$ cat src/sv/rcdt_ram.sv
// Generic single-write, single-read synchronous RAM with registered read.
// No dependencies.
`default_nettype none

module rcdt_ram #(
   parameter int WIDTH = 8,
   parameter int DEPTH = 64
) (
   input  wire logic                     clock,
   input  wire logic                     wr_en,
   input  wire logic [$clog2(DEPTH)-1:0] wr_addr,
   input  wire logic [WIDTH-1:0]         wr_data,
   input  wire logic [$clog2(DEPTH)-1:0] rd_addr,
   output logic      [WIDTH-1:0]         rd_data
);

   logic [WIDTH-1:0] mem [DEPTH];

   // write port, then registered read port
   always_ff @(posedge clock) begin
      if (wr_en) begin
         mem[wr_addr] <= wr_data;
      end
      rd_data <= mem[rd_addr];
   end

endmodule

`default_nettype wire

$ cat config.mk
export PLATFORM = sky130hd
export DESIGN_NAME = rcdt_ram
export DESIGN_NICKNAME = d
export VERILOG_FILES = /design/src/sv/rcdt_ram.sv
export SDC_FILE = /design/constraint.sdc
export NUM_CORES = 1
export LEC_CHECK = 0
export BUFFER_PORTS_ARGS = -buffer_cell sky130_fd_sc_hd__buf_2
export CAP_MARGIN = 20
export CORE_MARGIN = 1
export CORE_UTILIZATION = 55
export DETAILED_ROUTE_END_ITERATION = 8
export PLACE_DENSITY = 0.82
export SETUP_SLACK_MARGIN = 0.4
export SYNTH_ARGS = -nofsm -noshare
export SYNTH_HDL_FRONTEND = slang
export SYNTH_SLANG_ARGS = --single-unit
$ cat constraint.sdc
create_clock -name clock -period 6.16 [get_ports clock]
set_input_delay 0.924 -clock clock [delete_from_list [all_inputs] [get_ports clock]]
set_output_delay 0.924 -clock clock [all_outputs]
set_load 0.03 [all_outputs]
==> metrics.md <==
| Metric | Value |
|---|---|
| Status | `complete, but fails checks` |
| Failing checks | `DRC` |
| Die area | `0.0374 mm2` |
| Rows | `69` |
| Ys async rst share | `0` |
| Minimum clock period | `3.22 ns` |
| Total Wirelength | `43,800 um` |
| TritonCTS clock tree | `yes` |
| Die X | `193 um` |
| Lkg Pwr | `6.97 nW` |
| Arrival @ worst endpoint | `3.61 ns` |
| CTS root buf | `clkbuf_16` |
| Final hold violation count | `0` |
| Clock skew | `0.0179 ns` |
| I/O Pins | `30` |
| Crit path max fanout | `66` |
| GR Util met1 | `0.320` |
| Final Cycle Share | `0.522` |
| P per Cell Area | `327 mW/mm2` |
| Core ar. | `0.0358 mm2` |
| Cells after Synth | `940` |
| Post-CTS Resized | `0` |
| Required @ worst endpoint | `6.56 ns` |
| DRT antenna net count | `0` |
| Post-synth top flop | `edfxtp_1` |
| Hold/Removal Path Class | `in -> reg` |
| Fraction of layout cells with a size suffix above 1 | `0.252` |
| Met2 Use GR | `0.391` |
| Slew margin rel. | `0.182` |
| Vias in the first global route | `10.0k` |
| Setup tns final | `0 ns` |
| Worst-Skew Late Latency | `0.56 ns` |
| HPWL after DPL | `24,700 um` |
| Setup crit end kind | `register` |
| F_max | `311 MHz` |
| Max-cap violation count | `0` |
| Max-slew violation count | `0` |
| Synth Net Count | `962` |
| DR vias | `9,823` |
| Clock-pin slew on the worst setup and hold paths | `0.06 ns` |
| # DRC | `4` |
| Grt peak-use layer | `met2` |
| Grt ovf | `0` |
| Synthesized cell area | `0.0202 mm2` |
| First-pass GRT wire length | `65,200 um` |
| Total track usage | `0.240` |
| Final Total Pwr | `7.32 mW` |
| Most common cell after layout, fill and taps aside | `edfxtp_1` |
| Setup Viol. Count Final | `0` |
| GP Congestion | `0.834` |
| Clock Path Buffers | `3` |
| Yosys reg bits | `520` |
| First DRT Iteration DRCs | `1,363` |
| Synth unique cells | `40` |
| H-tree levels | `2` |
| Routed length per placed instance | `29.6 um` |
| Maximum VDD drop | `0.248 mV` |
| Starting density of the core | `0.563` |
| Synthesis-to-finish area growth | `11.1%` |
| DRT Pass-1 Iters | `8` |
| Largest net degree at the start of global routing | `67` |
| Worst-margin pin slew | `1.22 ns` |
| Initial antenna violation count | `3` |
| Post-synth EDFFs | `512` |
| Vias per cell | `6.64` |
| Synth warn | `0` |
| Syn_area_per_cell | `21.5 um2` |
| Sequential element share of the synthesized area | `0.770` |
| Nets | `1,006` |
| GR Util met3 | `0.0485` |
| Hold-fix buffer count after cts | `0` |
| Unrepaired setup endpoints after global routing | `false` |
| Port Buffers | `29` |
| CTS Buf Count | `48` |
| Crit Path Class | `in -> reg` |
| CP startpoint kind | `input port` |
| Commonest cells after routing, fill and taps aside | `edfxtp_1, mux4_2, nor2_1` |
| Post-CTS setup buffers | `0` |
| Die Y | `193 um` |
| CTS Sinks | `520` |
-- stage by stage --
stage | setup slack [ns] | std cells | area, um2 | utilization | hold slack, ns
after floorplan | 3.57 | 940 | 20200 | - | 0.718
after global placement | 2.21 | 1388 | 20700 | 0.577 | 0.802
after detailed placement | 2.53 | 1390 | 20700 | 0.578 | 0.817
after CTS | 3.03 | 1473 | 22300 | 0.622 | 0.784
after global routing | 2.85 | 1479 | 22400 | 0.625 | 0.723
final | 2.94 | 1480 | 22400 | 0.625 | 0.719
-- power breakdown --
group	internal, mW	switching, mW
Combinational	0.137	0.232
Sequential	3.92	0.0134
Clock	1.78	1.24
-- logic make-up after synthesis --
family / after synthesis / share of synthesized area
buffers and inverters: 51 / 0.0157
DFF: 520 / 0.770
muxes: 162 / 0.159
AOI/OAI and AO/OA: 54 / 0.0207
and+or+nand+nor: 153 / 0.0339
-- registers in the layout, summed over array words and instances, names as in the netlist --
| register | count |
|---|---|
| mem | 512 |
| rd_data | 8 |
-- worst paths after layout --
check	from	to	slack [ns]	cells past startpoint
worst max register to register	mem[2][5]$_DFFE_PP_	rd_data[5]$_DFF_P_	3.76	4
worst min register to register	mem[27][6]$_DFFE_PP_	rd_data[6]$_DFF_P_	0.86	3
worst max-delay path	rd_addr[0]	rd_data[5]$_DFF_P_	2.94	5
worst min-delay path	wr_data[4]	mem[56][4]$_DFFE_PP_	0.72	1
-- cell type report --
cell class | count | area (um2)
Fill cell | 2239 | 13400
Multi-Input combinational cell | 369 | 4320
Antenna cell | 2 | 5.00
Timing Repair Buffer | 45 | 370
Clock buffer | 59 | 1290
Clock inverter | 24 | 305
Sequential cell | 520 | 15500
Tap cell | 461 | 577
-- Yosys cell counts (3+ instances only) --
cell type | instances | share of area
a211oi_1 | 4 | 0.0015
a21oi_1 | 3 | 0.00074
a221oi_1 | 6 | 0.0026
a22oi_1 | 3 | 0.0011
buf_1 | 4 | 0.00074
buf_2 | 11 | 0.0027
buf_4 | 13 | 0.0048
buf_6 | 4 | 0.0022
clkbuf_1 | 17 | 0.0032
dfxtp_1 | 8 | 0.0079
edfxtp_1 | 512 | 0.76
mux2_2 | 13 | 0.0073
mux2i_1 | 23 | 0.011
mux4_2 | 126 | 0.14
nand2_1 | 19 | 0.0035
nand2b_1 | 7 | 0.0022
nand3_1 | 13 | 0.0032
nand3b_1 | 3 | 0.0011
nor2_1 | 83 | 0.015
nor2b_1 | 14 | 0.0043
nor3_1 | 7 | 0.0017
o2111ai_1 | 3 | 0.0013
o221ai_1 | 8 | 0.0035
o22ai_1 | 8 | 0.0025
o2bb2ai_1 | 3 | 0.0013
-- critical path, stage by stage --
cell,delay (ns)
clkbuf_8,0.62
mux4_2,0.60
nor2b_1,0.14
a2111oi_1,1.08
o41ai_1,0.18
-- per-layer routing --
metal / vias to the layer above / share of wire / routed length, um
met5: - / 0.00023 / 10
met4: 2 / 0.038 / 1650
met3: 99 / 0.097 / 4260
met2: 612 / 0.50 / 21800
met1: 5103 / 0.37 / 16100
li1: 4007 / - / -
No activity file was read; power rests on OpenSTA's default activity.
